==> config.mk <==
export PLATFORM = sky130hd
export DESIGN_NAME = ssir_ram
export DESIGN_NICKNAME = d
export VERILOG_FILES = /design/src/hdl/ssir_ram.sv
export SDC_FILE = /design/constraint.sdc
export NUM_CORES = 1
export LEC_CHECK = 0
export BUFFER_PORTS_ARGS = -buffer_cell sky130_fd_sc_hd__buf_2
export CORE_MARGIN = 5
export CORE_UTILIZATION = 40
export DETAILED_ROUTE_END_ITERATION = 10
export SETUP_SLACK_MARGIN = 0.05
export SLEW_MARGIN = 20
export SYNTH_ARGS = -nofsm -noshare
export SYNTH_HDL_FRONTEND = slang
export SYNTH_SLANG_ARGS = --single-unit
==> constraint.sdc <==
create_clock -name clock -period 4.1 [get_ports clock]
set_clock_uncertainty 0.1 [all_clocks]
set_input_delay 0.41 -clock clock [delete_from_list [all_inputs] [get_ports clock]]
set_output_delay 0.41 -clock clock [all_outputs]
set_load 0.1 [all_outputs]
==> src/hdl/ssir_ram.sv <==
// Simple dual-port RAM: one write port, one read port with registered data.
// No dependencies.
module ssir_ram #(
   parameter int ADDR_W = 4,
   parameter int WIDTH  = 32
) (
   input  logic              clock,
   input  logic              wr_en,
   input  logic [ADDR_W-1:0] wr_addr,
   input  logic [WIDTH-1:0]  wr_data,
   input  logic [ADDR_W-1:0] rd_addr,
   output logic [WIDTH-1:0]  rd_data
);

   logic [WIDTH-1:0] mem [(1 << ADDR_W)];
   logic [WIDTH-1:0] rd_data_ff;

   // write, then registered read
   always_ff @(posedge clock) begin
      if (wr_en) begin
         mem[wr_addr] <= wr_data;
      end
      rd_data_ff <= mem[rd_addr];
   end

   assign rd_data = rd_data_ff;

endmodule

Yosys cells after proc, flatten, opt, wreduce, memory -nomap -nowiden
Memories as Yosys holds them, arrays and structs flattened. A register that Yosys moved wholly into a read port is not among the register bits.
Index checks and enable logic that the tools add are counted.
{"block": "word_totals", "ff_bits": 0, "latchBits": 0, "ramBits": 512, "rom_bits": 0, "inputBits": 42, "output_inout_bits": 32, "n_memories": 1}
{"name": "mem", "words": 16, "word_bits": 32, "read_ports": 1, "rd_ports_with_merged_regs": 1, "write_ports": 1, "line": "15", "text": "logic [WIDTH-1:0] mem [(1 << ADDR_W)];"}
{"block": "op_classes", "n_addsub": 0, "multipliers": 0, "div_mod_pow": 0, "order_cmp": 0, "eq_ne": 0, "shift": 0, "muxes": 2, "bitwise_logic": 0, "n_reduce_logical": 0}
{"operator": "$mux W1", "n": 2}

Longest topological paths before layout
{"block": "depth", "ltp_word": 2, "ltp_mapped": 5, "depth_no_buf": 3}

Worst setup path after synthesis
OpenSTA, ideal clock, no wires.
{"block": "synth_path", "kind": "input-to-reg", "startpoint": "input port wr_addr[2]", "endpoint": "memory mem[0][0] (enable)", "setup_time_ps": 461, "arrival_ps": 3128, "required_time_ps": 3539, "path_slack_ps": 410, "stages": 2, "path_buffers": 0, "cell_sequence": "or3b_2 nor3_1"}
{"element": "start, declared", "line": "9", "text": "input logic [ADDR_W-1:0] wr_addr,"}
{"element": "end, declared", "line": "15"}
No word-level cell before the write port.

Worst setup path after layout
{"block": "layout_path", "startpoint": "input port wr_addr[1]", "endpoint": "memory mem[13][4] (enable)"}
No word-level cell before the write port.

==> reports/metrics.csv <==
metric;value;unit
status;finished, final reports clean;
final.setup.tns;0;ns
drive_gt1_share;32.5;%
cts.sinks;544;
crit_path_cell_trace;buf_2, nand2b_1, nor2_4, buf_4;
cp_slowest_cell;nor2_4;
cp_max_fo;17;
syn-cell-area;19900;um^2
vias_per_cell;5.35;
drv_cap;0;
gp_congestion;0.704;
synth_top_area_share;77.4;%
ir_worst_vdd;307;uV
synth_area_leaders;edfxtp_1, mux4_2, dfxtp_1;
ant_nets;0;
wire_per_inst;24.8;um
rsz0062_at_grt;no;
cts_tree;yes;
grt_usage;15.6;%
synth-seq-cells;544;
hold_viol;0;
die_height;233;um
dpl.hpwl;23200;um
grt.overflow.total;0;
period_share;47.1;%
cp-end-kind;flip-flop;
cts_buffer_depth;3;
synth_cell_type_count;18;
synth_seq_area_share;80.7;%
core_area;49100;um^2
clk_pin_slew_worst_paths;0.06;ns
synth_cells;838;
nets;997;
p_leak;7.39;nW
clockRootBuffer;clkbuf_16;
firstDrtPassIters;5;
drc;0;
setup_viol;0;
ioPinCount;74;
cts_htree_levels;2;
p_per_area;511;nW/um^2
maxSlewHeadroom;32.4;%
clock_latency;0.59;ns
final_area;23100;um^2
die_area;54200;um^2
min_period;1.93;ns
hold_buffers;0;
numPortBuffers;73;
yosysMostFrequentCell;edfxtp_1;
area.growth.synth_to_final;16.5;%
initial_core_util;40.5;%
antenna_found_initial;0;
crit_type;input port to flip-flop;
critPathLaunchType;input port;
synth_area_leader_cell;edfxtp_1;
grt_start_max_net_pins;42;
worst_slew_pin_slew;1.01;ns
fmax;518;MHz
async_flop_share;0;%
drv_slew;0;
path_delay_family;simple AND/OR/NAND/NOR gates;
vias;8908;
cts_made_buffers;54;
grt_pass1_wl;62600;um
antenna_cells;0;
grt_pass1_vias;9599;
finalPower;11.8;mW
hp-class;input port to flip-flop;
yosysWarnings;0;
placed_area;21400;um^2
totalWireLength;41300;um
die_x;233;um
fp-row-count;81;
cts-resized-gates;0;
synthTopCellsByCount;edfxtp_1, mux4_2, a22oi_1;
synth-edff-count;512;
fin_ws;2.17;ns
max_stage_delay;0.71;ns
postCtsSetupBuffers;0;
syn_nets;880;
final_util;47.1;%
avgSynthCellArea;23.7;um^2
synth_ff_type;edfxtp_1;
crit_arrival;2.08;ns
dr.first_iter.drc_count;775;
path_buf_inv;2;
critPathRequiredTime;4.25;ns
dp_slack;1.53;ns
[per-stage QoR]
stage / hold WS (ns) / cells
after floorplan: 0.409 / 838
after global placement: 0.554 / 1554
after detailed placement: 0.564 / 1561
after CTS: 0.0585 / 1662
after global routing: 0.0760 / 1664
final: 0.0941 / 1664
[where the power goes]
group	switching [mW]	leakage, nW	internal, mW
Clock	1.98	0.830	2.76
Combinational	0.586	1.66	0.233
Sequential	0.0382	4.89	6.22
[area by class of cell]
| class | count | area, um^2 |
|---|---|---|
| Fill cell | 4055 | 25900 |
| Sequential cell | 544 | 16000 |
| Multi-Input combinational cell | 251 | 3750 |
| Clock buffer | 66 | 1420 |
| Tap cell | 664 | 831 |
| Timing Repair Buffer | 104 | 827 |
| Clock inverter | 35 | 287 |
[layer usage]
| layer | wire [um] | part of all wire, % | global-route usage [%] |
|---|---|---|---|
| met5 | 0 | 0 | 0 |
| met4 | 714 | 1.7 | 4.19 |
| met3 | 2410 | 5.8 | 2.67 |
| met2 | 19800 | 48 | 24.3 |
| met1 | 18400 | 44 | 23.1 |
[cells in the final DEF (no fill, tap or decap), drive strengths merged]
cell / n
edfxtp: 512
mux4: 128
buf: 103
clkbuf: 67
a22oi: 64
nand2: 33
dfxtp: 32
clkinv: 27
nor2: 13
bufinv: 5
nor3: 4
nor2b: 2
nand3b: 2
nand2b: 2
clkinvlp: 2
and2: 1
nand3: 1
or3b: 1
inv: 1
[sequential cells by signal (all words and copies together), names as in the netlist]
name	flops
mem	512
rd_data	32
[cells by family (layout without fill, tap and decap cells)]
kind of cell | Yosys count | count (layout) | synth area share (%)
flip-flops | 544 | 544 | 80.7
multiplexers | 128 | 128 | 14.5
AO/OA/AOI/OAI | 64 | 64 | 2.42
AND/OR/NAND/NOR | 59 | 59 | 1.27
buffers and inverters | 43 | 205 | 1.12
[path summary, 6_finish.rpt]
| kind | startpoint | to | slack, ns | cells after the start |
|---|---|---|---|---|
| setup reg to reg | mem[3][26] | rd_data[26] | 2.63 | 3 |
| hold / removal | wr_data[19] | mem[12][19] | 0.09 | 1 |
| setup / recovery | wr_addr[1] | mem[13][4] | 2.17 | 4 |
| hold reg to reg | mem[15][7] | rd_data[7] | 0.58 | 3 |
Power figures use the tool's default switching activity.
