**config.mk**
```make
export PLATFORM = sky130hd
export DESIGN_NAME = ssir_seq_flat
export DESIGN_NICKNAME = d
export VERILOG_FILES = /design/src/hdl/ssir_pkg.sv /design/src/hdl/ssir_req_if.sv /design/src/hdl/ssir_rsp_if.sv /design/src/hdl/ssir_seq.sv /design/src/flat_wrapper.sv
export SDC_FILE = /design/constraint.sdc
export NUM_CORES = 1
export LEC_CHECK = 0
export BUFFER_PORTS_ARGS = -buffer_cell sky130_fd_sc_hd__buf_2
export CAP_MARGIN = 25
export CORE_ASPECT_RATIO = 0.7
export CORE_MARGIN = 1.5
export CORE_UTILIZATION = 56
export CTS_CLUSTER_DIAMETER = 60
export DETAILED_ROUTE_END_ITERATION = 8
export GPL_TIMING_DRIVEN = 0
export PLACE_DENSITY = 0.78
export SYNTH_ARGS = -nofsm -noshare
export SYNTH_HDL_FRONTEND = slang
export SYNTH_SLANG_ARGS = --single-unit
```
**constraint.sdc**
```tcl
create_clock -name clock -period 4.7 [get_ports clock]
set_input_delay 1.175 -clock clock [delete_from_list [all_inputs] [get_ports clock]]
set_output_delay 1.175 -clock clock [all_outputs]
set_load 0.02 [all_outputs]
```
**src/hdl/ssir_pkg.sv**
```systemverilog
// Package for the sorted set insert/remove block.
// Field widths, default sizes, opcode and status codes. No dependencies.
package ssir_pkg;

   // default sizing of the list store
   localparam int NUM_LISTS_DEF   = 16;
   localparam int MAX_ENTRIES_DEF = 64;

   // fixed field widths
   localparam int LIST_ID_W = 4;
   localparam int VALUE_W   = 32;
   localparam int COUNT_W   = 7;

   typedef enum logic {
      OP_INSERT = 1'b0,
      OP_REMOVE = 1'b1
   } opcode_type;

   typedef enum logic [1:0] {
      ST_OK        = 2'd0,
      ST_ABSENT    = 2'd1,
      ST_NOT_FOUND = 2'd2,
      ST_FULL      = 2'd3
   } status_type;

endpackage

```
**src/hdl/ssir_req_if.sv**
```systemverilog
// Request channel: opcode, list index and value with valid/ready.
// Depends on ssir_pkg.
interface ssir_req_if;
   logic                           valid;
   logic                           ready;
   ssir_pkg::opcode_type           opcode;
   logic [ssir_pkg::LIST_ID_W-1:0] list_id;
   logic [ssir_pkg::VALUE_W-1:0]   value;

   modport source (output valid, output opcode, output list_id, output value, input ready);
   modport sink   (input valid, input opcode, input list_id, input value, output ready);
endinterface

```
**src/hdl/ssir_rsp_if.sv**
```systemverilog
// Response channel: status and resulting entry count with valid/ready.
// Depends on ssir_pkg.
interface ssir_rsp_if;
   logic                         valid;
   logic                         ready;
   ssir_pkg::status_type         status;
   logic [ssir_pkg::COUNT_W-1:0] entry_count;

   modport source (output valid, output status, output entry_count, input ready);
   modport sink   (input valid, input status, input entry_count, output ready);
endinterface

```
**src/hdl/ssir_seq.sv**
```systemverilog
// Sequencer for the sorted set: count lookup, binary search through the shared
// comparator, one-word-per-cycle shift and response register.
// Depends on ssir_pkg, ssir_req_if, ssir_rsp_if.
module ssir_seq #(
   parameter int NUM_LISTS   = ssir_pkg::NUM_LISTS_DEF,
   parameter int MAX_ENTRIES = ssir_pkg::MAX_ENTRIES_DEF,
   parameter int ID_W        = (NUM_LISTS > 1) ? $clog2(NUM_LISTS) : 1,
   parameter int POS_W       = $clog2(MAX_ENTRIES),
   parameter int CNT_W       = $clog2(MAX_ENTRIES + 1)
) (
   input  logic                           clock,
   input  logic                           reset,
   ssir_req_if.sink                       req_ch,
   ssir_rsp_if.source                     rsp_ch,
   // entry store
   output logic                           ent_we,
   output logic [ID_W+POS_W-1:0]          ent_waddr,
   output logic [ssir_pkg::VALUE_W-1:0]   ent_wdata,
   output logic [ID_W+POS_W-1:0]          ent_raddr,
   input  logic [ssir_pkg::VALUE_W-1:0]   ent_rdata,
   // count store
   output logic                           cnt_we,
   output logic [ID_W-1:0]                cnt_waddr,
   output logic [CNT_W-1:0]               cnt_wdata,
   output logic [ID_W-1:0]                cnt_raddr,
   input  logic [CNT_W-1:0]               cnt_rdata
);

   typedef enum logic [2:0] {
      S_IDLE, S_COUNT, S_SEARCH, S_PROBE, S_SHIFT, S_RESP
   } state_type;

   localparam logic [CNT_W-1:0] MAX_CNT = CNT_W'(MAX_ENTRIES);

   state_type                    state_ff, state_in;
   ssir_pkg::opcode_type         op_ff, op_in;
   ssir_pkg::status_type         status_ff, status_in;
   logic [ID_W-1:0]              id_ff, id_in;
   logic [ssir_pkg::VALUE_W-1:0] value_ff, value_in;
   logic [CNT_W-1:0]             cnt_ff, cnt_in;
   logic [CNT_W-1:0]             lo_ff, lo_in;
   logic [CNT_W-1:0]             hi_ff, hi_in;
   logic [CNT_W-1:0]             left_ff, left_in;
   logic [POS_W-1:0]             mid_ff, mid_in;
   logic [POS_W-1:0]             src_ff, src_in;
   logic [POS_W-1:0]             last_ff, last_in;
   logic                         found_ff, found_in;
   logic                         pend_ff, pend_in;
   logic [NUM_LISTS-1:0]         present_ff, present_in;

   logic [CNT_W-1:0]             cur_count;
   logic [CNT_W-1:0]             mid_calc;
   logic                         is_insert;
   logic                         probe_lt;
   logic                         probe_eq;

   // shared comparator: stored entry against the requested value
   assign probe_lt = ent_rdata < value_ff;
   assign probe_eq = ent_rdata == value_ff;

   assign is_insert = op_ff == ssir_pkg::OP_INSERT;
   assign cur_count = present_ff[id_ff] ? cnt_rdata : '0;
   assign mid_calc  = lo_ff + ((hi_ff - lo_ff) >> 1);

   assign req_ch.ready       = state_ff == S_IDLE;
   assign rsp_ch.valid       = state_ff == S_RESP;
   assign rsp_ch.status      = status_ff;
   assign rsp_ch.entry_count = ssir_pkg::COUNT_W'(cnt_ff);

   assign cnt_raddr = ID_W'(req_ch.list_id);
   assign cnt_waddr = id_ff;

   // next state and memory control
   always_comb begin
      state_in   = state_ff;
      op_in      = op_ff;
      status_in  = status_ff;
      id_in      = id_ff;
      value_in   = value_ff;
      cnt_in     = cnt_ff;
      lo_in      = lo_ff;
      hi_in      = hi_ff;
      left_in    = left_ff;
      mid_in     = mid_ff;
      src_in     = src_ff;
      last_in    = last_ff;
      found_in   = found_ff;
      pend_in    = pend_ff;
      present_in = present_ff;
      ent_we     = 1'b0;
      ent_waddr  = {id_ff, src_ff};
      ent_wdata  = value_ff;
      ent_raddr  = {id_ff, src_ff};
      cnt_we     = 1'b0;
      cnt_wdata  = cnt_ff;

      case (state_ff)
         S_IDLE: begin
            if (req_ch.valid) begin
               op_in    = req_ch.opcode;
               id_in    = ID_W'(req_ch.list_id);
               value_in = req_ch.value;
               if (int'(req_ch.list_id) >= NUM_LISTS) begin
                  status_in = ssir_pkg::ST_ABSENT;
                  cnt_in    = '0;
                  state_in  = S_RESP;
               end else begin
                  state_in = S_COUNT;
               end
            end
         end

         // count is back from its store: sort out the trivial cases
         S_COUNT: begin
            status_in = ssir_pkg::ST_OK;
            cnt_in    = cur_count;
            lo_in     = '0;
            hi_in     = cur_count;
            found_in  = 1'b0;
            if (!present_ff[id_ff]) begin
               if (is_insert) begin
                  ent_we            = 1'b1;
                  ent_waddr         = {id_ff, {POS_W{1'b0}}};
                  cnt_we            = 1'b1;
                  cnt_wdata         = CNT_W'(1);
                  cnt_in            = CNT_W'(1);
                  present_in[id_ff] = 1'b1;
               end else begin
                  status_in = ssir_pkg::ST_ABSENT;
                  cnt_in    = '0;
               end
               state_in = S_RESP;
            end else if (!is_insert && cur_count == '0) begin
               state_in = S_RESP;
            end else begin
               state_in = S_SEARCH;
            end
         end

         // issue a probe, or settle the outcome once the range is empty
         S_SEARCH: begin
            pend_in = 1'b0;
            if (lo_ff < hi_ff) begin
               mid_in    = POS_W'(mid_calc);
               ent_raddr = {id_ff, POS_W'(mid_calc)};
               state_in  = S_PROBE;
            end else if (is_insert) begin
               if (found_ff) begin
                  state_in = S_RESP;
               end else if (cnt_ff >= MAX_CNT) begin
                  status_in = ssir_pkg::ST_FULL;
                  state_in  = S_RESP;
               end else begin
                  left_in  = cnt_ff - lo_ff;
                  src_in   = POS_W'(cnt_ff - CNT_W'(1));
                  state_in = S_SHIFT;
               end
            end else begin
               if (!found_ff) begin
                  status_in = ssir_pkg::ST_NOT_FOUND;
                  state_in  = S_RESP;
               end else begin
                  left_in  = cnt_ff - lo_ff - CNT_W'(1);
                  src_in   = POS_W'(lo_ff + CNT_W'(1));
                  state_in = S_SHIFT;
               end
            end
         end

         // probe data is back: narrow the range
         S_PROBE: begin
            if (probe_lt) begin
               lo_in = CNT_W'(mid_ff) + CNT_W'(1);
            end else begin
               hi_in = CNT_W'(mid_ff);
            end
            if (probe_eq) begin
               found_in = 1'b1;
            end
            state_in = S_SEARCH;
         end

         // pipelined move: read one word while writing the previous one
         S_SHIFT: begin
            if (pend_ff) begin
               ent_we    = 1'b1;
               ent_waddr = {id_ff, is_insert ? last_ff + POS_W'(1) : last_ff - POS_W'(1)};
               ent_wdata = ent_rdata;
            end
            if (left_ff != '0) begin
               ent_raddr = {id_ff, src_ff};
               last_in   = src_ff;
               src_in    = is_insert ? src_ff - POS_W'(1) : src_ff + POS_W'(1);
               left_in   = left_ff - CNT_W'(1);
               pend_in   = 1'b1;
            end else begin
               pend_in = 1'b0;
            end
            if (left_ff == '0 && !pend_ff) begin
               cnt_we = 1'b1;
               if (is_insert) begin
                  ent_we    = 1'b1;
                  ent_waddr = {id_ff, POS_W'(lo_ff)};
                  ent_wdata = value_ff;
                  cnt_in    = cnt_ff + CNT_W'(1);
                  cnt_wdata = cnt_ff + CNT_W'(1);
               end else begin
                  cnt_in    = cnt_ff - CNT_W'(1);
                  cnt_wdata = cnt_ff - CNT_W'(1);
               end
               state_in = S_RESP;
            end
         end

         S_RESP: begin
            if (rsp_ch.ready) begin
               state_in = S_IDLE;
            end
         end

         default: begin
            state_in = S_IDLE;
         end
      endcase
   end

   // state, flags and working registers
   always_ff @(posedge clock) begin
      if (reset) begin
         state_ff   <= S_IDLE;
         present_ff <= '0;
         pend_ff    <= 1'b0;
      end else begin
         state_ff   <= state_in;
         present_ff <= present_in;
         pend_ff    <= pend_in;
      end
      op_ff     <= op_in;
      status_ff <= status_in;
      id_ff     <= id_in;
      value_ff  <= value_in;
      cnt_ff    <= cnt_in;
      lo_ff     <= lo_in;
      hi_ff     <= hi_in;
      left_ff   <= left_in;
      mid_ff    <= mid_in;
      src_ff    <= src_in;
      last_ff   <= last_in;
      found_ff  <= found_in;
   end

endmodule

```
**src/flat_wrapper.sv**
```systemverilog
// flat-port wrapper written by rule: the top's interface ports become plain ports
module ssir_seq_flat 
#(
   parameter int NUM_LISTS   = ssir_pkg::NUM_LISTS_DEF,
   parameter int MAX_ENTRIES = ssir_pkg::MAX_ENTRIES_DEF,
   parameter int ID_W        = (NUM_LISTS > 1) ? $clog2(NUM_LISTS) : 1,
   parameter int POS_W       = $clog2(MAX_ENTRIES),
   parameter int CNT_W       = $clog2(MAX_ENTRIES + 1)
)
  (clock, reset, ent_we, ent_waddr, ent_wdata, ent_raddr, ent_rdata, cnt_we, cnt_waddr, cnt_wdata, cnt_raddr, cnt_rdata, req_ch_valid, req_ch_opcode, req_ch_list_id, req_ch_value, req_ch_ready, rsp_ch_valid, rsp_ch_status, rsp_ch_entry_count, rsp_ch_ready);
  ssir_req_if req_ch_i ();
  ssir_rsp_if rsp_ch_i ();
  input  logic clock;
  input  logic reset;
  output logic ent_we;
  output logic [ID_W+POS_W-1:0] ent_waddr;
  output logic [ssir_pkg::VALUE_W-1:0] ent_wdata;
  output logic [ID_W+POS_W-1:0] ent_raddr;
  input  logic [ssir_pkg::VALUE_W-1:0] ent_rdata;
  output logic cnt_we;
  output logic [ID_W-1:0] cnt_waddr;
  output logic [CNT_W-1:0] cnt_wdata;
  output logic [ID_W-1:0] cnt_raddr;
  input  logic [CNT_W-1:0] cnt_rdata;
  input wire logic [$bits(req_ch_i.valid)-1:0] req_ch_valid;
  input wire logic [$bits(req_ch_i.opcode)-1:0] req_ch_opcode;
  input wire logic [$bits(req_ch_i.list_id)-1:0] req_ch_list_id;
  input wire logic [$bits(req_ch_i.value)-1:0] req_ch_value;
  output wire logic [$bits(req_ch_i.ready)-1:0] req_ch_ready;
  output wire logic [$bits(rsp_ch_i.valid)-1:0] rsp_ch_valid;
  output wire logic [$bits(rsp_ch_i.status)-1:0] rsp_ch_status;
  output wire logic [$bits(rsp_ch_i.entry_count)-1:0] rsp_ch_entry_count;
  input wire logic [$bits(rsp_ch_i.ready)-1:0] rsp_ch_ready;
  assign req_ch_i.valid = req_ch_valid;
  assign req_ch_i.opcode = req_ch_opcode;
  assign req_ch_i.list_id = req_ch_list_id;
  assign req_ch_i.value = req_ch_value;
  assign req_ch_ready = req_ch_i.ready;
  assign rsp_ch_valid = rsp_ch_i.valid;
  assign rsp_ch_status = rsp_ch_i.status;
  assign rsp_ch_entry_count = rsp_ch_i.entry_count;
  assign rsp_ch_i.ready = rsp_ch_ready;
  ssir_seq #(.NUM_LISTS(NUM_LISTS), .MAX_ENTRIES(MAX_ENTRIES), .ID_W(ID_W), .POS_W(POS_W), .CNT_W(CNT_W)) u_core (.clock(clock), .reset(reset), .req_ch(req_ch_i), .rsp_ch(rsp_ch_i), .ent_we(ent_we), .ent_waddr(ent_waddr), .ent_wdata(ent_wdata), .ent_raddr(ent_raddr), .ent_rdata(ent_rdata), .cnt_we(cnt_we), .cnt_waddr(cnt_waddr), .cnt_wdata(cnt_wdata), .cnt_raddr(cnt_raddr), .cnt_rdata(cnt_rdata));
endmodule
```
### After elaboration in Yosys (flattened, before gate mapping)

Cells that the tools add are included.
Widths: inputs -> output; s select.

* output and inout bits: 80
* logic and storage cells: 153
* input bits: 80
* bits in registers: 106

* bitwise gates (word level): 3
* equality and inequality tests: 19
* add/sub/neg operators: 13
* $lt $le $gt $ge: 5
* multiplexer cells: 76
* reduce and logical (&&, ||, !) cells: 22

Operators with widths (count)
* $mux 32: 4
* $mux 7: 14
* $mux 6: 15
* $pmux 7 s2: 5
* $eq 32x32->1: 1
* $lt 32x32->1: 1
* $mux 3: 8
* $pmux 6 s2: 2
* $sub 7x1->7 const B: 3
* $add 6x1->6 const B: 3
* $pmux 3 s6: 1
* $or 16x16->16: 1
* $logic_not 7->1: 2
* $mux 1: 14
* $sub 7x7->7: 2
* $mux 2: 6
* $reduce_and 2->1: 6
* $sub 6x1->6 const B: 2
* $ne 2x1->1 const B: 5
* $ne 2x2->1 const B: 4
* $pmux 1 s2: 4
* $reduce_bool 2->1: 4
* $add 6x1->7 const B: 1
* $add 7x1->7 const B: 1
* 22 further kinds: 29

### Depth between registers and ports, before layout

* word-level depth: 8
* depth in mapped cells: 14
* mapped depth without buffers: 14

### Worst setup path after synthesis

Ideal clock, no wire load.

* path type: flip-flop to output port
* from: register u_core.lo_ff[0]
* to: output port ent_raddr[5]
* buffers on the path: 0
* cell stages (with the launch flop): 14
* arrival time: 2.683 ns
* setup slack: 0.842 ns
* data required time: 3.525 ns
* cell sequence: edfxtp_1 > ha_1 > inv_1 > fa_1 > a21o_1 > a21oi_1 > xnor2_1 > ha_1 > o21ai_0 > o21bai_1 > a21oi_1 > xnor2_1 > xnor2_1 > mux2_2

* cells in the longest elaborated chain, start to end: 4
* elaborated cells on any way between the ends: 5
* those cells by class: add/sub (2); order compare (1); mux (2)

Ends and longest elaborated chain
* from (decl): RTL line ssir_seq.sv:41 `logic [CNT_W-1:0] lo_ff, lo_in;`
* from (signal assigned): RTL line ssir_seq.sv:243 `lo_ff <= lo_in;`
* $sub 7x7->7: RTL line ssir_seq.sv:63 `assign mid_calc = lo_ff + ((hi_ff - lo_ff) >> 1);`
* $add 6x6->6 (*): RTL line ssir_seq.sv:63
* named net u_core.mid_calc[5]: RTL line ssir_seq.sv:52 `logic [CNT_W-1:0] mid_calc;`
* $mux 6 (*): RTL line ssir_seq.sv:143 `if (lo_ff < hi_ff) begin`
* $mux 6 (*)
* to (decl): RTL line flat_wrapper.sv:18 `output logic [ID_W+POS_W-1:0] ent_raddr;`

Mark *: on every way through the listed nets, which the timed path passes. The rest lies on a longest branch.

### Final worst setup path

* from: register u_core.hi_ff[0]
* to: output port ent_raddr[5]

* cells in the longest elaborated chain, start to end: 4
* elaborated cells on any way between the ends: 5
* those cells by class: add/sub (2); order compare (1); mux (2)

Ends and longest elaborated chain
* from (decl): RTL line ssir_seq.sv:42 `logic [CNT_W-1:0] hi_ff, hi_in;`
* from (signal assigned): RTL line ssir_seq.sv:244 `hi_ff <= hi_in;`
* $sub 7x7->7: RTL line ssir_seq.sv:63
* $add 6x6->6: RTL line ssir_seq.sv:63
* named net u_core.mid_calc[5]: RTL line ssir_seq.sv:52
* $mux 6: RTL line ssir_seq.sv:143
* $mux 6

The timed path passes the listed nets, and every way through them passes these cells.

==> impl_results.md <==
- Status: completed
- Mux share of post-synthesis cell area: 3.72%
- Cts hold-fix bufs: 0
- Ranking of synthesized cells by area: edfxtp_1 35%, ha_1 12%, dfxtp_1 5.4%, nand2_1 4.8%, o21ai_0 4.7%
- Top Ports: 160
- Routing usage on met1: 41.7%
- Vias per inst: 5.86
- CP max-delay cell: fa_1
- Peak supply drop: 0.000188 V
- Initial core utilization: 58.5%
- EDFF count, synth: 86
- Vias in the first global route: 6237
- Sw Share: 34.3%
- Routed Antenna Nets: 0
- Die area: 13900 um^2
- Post-Synth XOR/XNOR Area: 6.04%
- WS Path Type: reg2out
- DRC: 0
- Post-DP HPWL: 15700 um
- Post-layout net count: 1114
- Fmax: 0.220 GHz
- Largest net degree at the start of global routing: 38
- Yosys top cell area share: 34.9%
- Placed Instance Area: 8410 um^2
- Share of total power in combinational logic: 33.1%
- 1st-pass router iterations: 6
- Number of synthesis warnings: 0
- Clk slew on worst S/H paths: 70 ps
- Sum Neg Setup Slack: 0 ps
- Sequential power share: 39.9%
- Total routed wirelength: 20600 um
- Least-Margin Pin Slew: 906 ps
- Met3 Use GR: 8.57%
- Rows: 34
- First DRT Iteration DRCs: 523
- Worst hold slack: 472 ps
- Cell variety after synth: 58
- Post-route clock period utilization: 96.9%
- Pint: 1.94 mW
- Die X: 140 um
- Critical Path Fanout Max: 3
- PortBufs: 159
- Seq cells post-synth: 106
- Antenna Cells: 0
- Clk_lat worst skew: 350 ps
- Slew Viols, Final: 0
- GR peak layer: met2
- Commonest cells in the synthesized netlist: 95 x nand2_1, 86 x edfxtp_1, 74 x inv_1
- Final core occ: 69.6%
- Antenna violations before repair: 0
- Hold Crit Class: reg2reg
- Cells after Synth: 783
- Critical path launch point type: register
- TritonCTS clock tree: yes
- GRT overflow: 0
- Core ar.: 12600 um^2
- Final Wtd Congestion: 0.955
- Power Density: 335 nW/um^2
- Vias: 6607
- Clock group share of total power: 27.1%
- Layout cells sized above 1: 23.5%
- Largest family of logic cells by synthesized area: compound AO/OA/AOI/OAI gates
- Clk_skew: 10.2 ps
- Final hold viol count: 0
- Longest Clk Path Bufs: 2
- Slew Limit Headroom: 39.6%
- Synth Flop Type: edfxtp_1
- Area Overhead vs Synth: 18.8%
- Critical path capture point type: output pin
- Post-DR wirelength/cell: 18.3 um
- # clock sinks: 106
- Crit path cell chain: inv_1, ha_1, inv_1, fa_1, a21o_1, a21oi_2, xnor2_1, ha_1, o21ai_0, o21bai_1, a21oi_2, xnor2_2, xnor2_2, mux2_2, buf_2
- Register area share after synthesis: 40.3%
- H-tree levels: 3
- GRT met2 Usage: 45.2%
- Leakage: 3.76 nW
- Max_cap viols: 0
- Die H: 99.1 um
- Global-route wire length before repair: 31900 um
- Arrival @ worst endpoint: 3380 ps
- CTS buffer count: 9
- Mapped Area: 7390 um^2
- Clock Tree Root: clkbuf_16
- Post-synth top area cell: edfxtp_1
- Simple-gate portion of the synthesized area: 14.4%
- Post-Synth Adder-Cell Area: 13.0%
- FFs w/ async S/R, synth: 0%
- Filler cells: 1034
- Switching Power: 1.01 mW
- Post-synthesis area per instance: 9.44 um^2
- Final Total Pwr: 2.95 mW
- Compound-Gate Fraction of Synth Area: 15.7%
- CP Data Required Time: 3520 ps
- Cell area after layout: 8790 um^2
- Final Setup Violations: 0
- Post-synthesis net count: 937
- GRT Util Overall: 29.6%
- Max incr delay on CP: 400 ps
- Clock period minus worst slack: 4560 ps
- Dominant cell by count in the synthesized netlist: nand2_1
final timing paths:
check,start,slack (ps),end,cells after the start
max,u_core.hi_ff[0],140,ent_raddr[5],15
min,u_core.present_ff[11],470,u_core.present_ff[11],2
max reg2reg,u_core.op_ff,1620,u_core.src_ff[5],9
min reg2reg,u_core.present_ff[11],470,u_core.present_ff[11],2
placed cells by master, fill, tap and decap left out, types with 11 or more instances in the layout:
cell      synthesis  routed
o22ai_1          21      21
buf_2             4     163
edfxtp_1         86      86
buf_4            12      17
inv_1            74      73
xnor2_1          29      27
nor2_1           36      36
clkbuf_1         30      30
nand3_1          24      24
nor3_1           13      12
ha_1             69      69
a21o_1           11      11
o21ai_0          70      70
a21oi_1          30      28
xor2_1           22      22
a211oi_1         13      13
nand2_1          95      95
dfxtp_1          20      20
metrics by stage:
stage	std cells	setup slack, ps
2_1_floorplan	783	842
3_3_place_gp	1104	320
3_5_place_dp	1105	240
4_1_cts	1123	91.2
5_1_grt	1127	-57.3
6_report	1127	144
metal layers:
layer  vias up  share of wire [%]
met4         0                1.8
met5         -                  0
met2       374                 43
met3        37                 11
met1      3035                 44
li1       3161                  -
critical path: cells and delay by family, from the launching register on:
kind            cells  cell delay [ps]
compound gates      5              810
xor+xnor            3              400
buf+inv             3              280
fa+ha+maj           3              890
mux                 1              290
flops               1              370
power groups by stage:
| stage | logic [mW] | clock network, mW | registers [mW] |
|---|---|---|---|
| final | 0.975 | 0.798 | 1.17 |
| after CTS | 0.933 | 0.806 | 1.17 |
| after global routing | 1.06 | 0.844 | 1.18 |
| after floorplan | 0.637 | 0 | 1.19 |
| after global placement | 0.897 | 0 | 1.20 |
| after detailed placement | 0.918 | 0 | 1.20 |
sequential cells by signal, indices dropped and copies added, names as in the netlist:
name / flops
u_core.cnt_waddr: 4
u_core.present_ff: 16
u_core.last_ff: 6
u_core.state_ff: 3
u_core.hi_ff: 7
u_core.lo_ff: 7
u_core.src_ff: 6
u_core.mid_ff: 6
u_core.rsp_ch.entry_count: 7
u_core.left_ff: 7
u_core.op_ff: 1
u_core.pend_ff: 1
u_core.value_ff: 32
u_core.rsp_ch.status: 2
u_core.found_ff: 1
final cells by class:
cell class	count	area, um^2	share of cell area, %
Tap cell	162	203	2.31
Sequential cell	106	2980	33.9
Buffer	46	223	2.53
Clock inverter	6	71.3	0.812
Multi-Input combinational cell	557	3940	44.8
Clock buffer	10	239	2.72
Inverter	74	278	3.16
Timing Repair Buffer	166	852	9.70
kinds of logic (layout without fill, tap and decap cells):
group	after synthesis	count (layout)
flip-flops	106	106
adder cells (fa/ha/maj)	74	74
buffers and inverters	120	302
AND/OR/NAND/NOR	223	223
XOR/XNOR	51	51
AO/OA/AOI/OAI	188	188
multiplexers	21	21
what timing repair did:
item                                    CTS  global route
pin swaps                                 0             1
setup buffers                             2             3
endpoints found under the setup margin    1             1
resized for setup                         0             5
(Power assumes the default switching activity.)
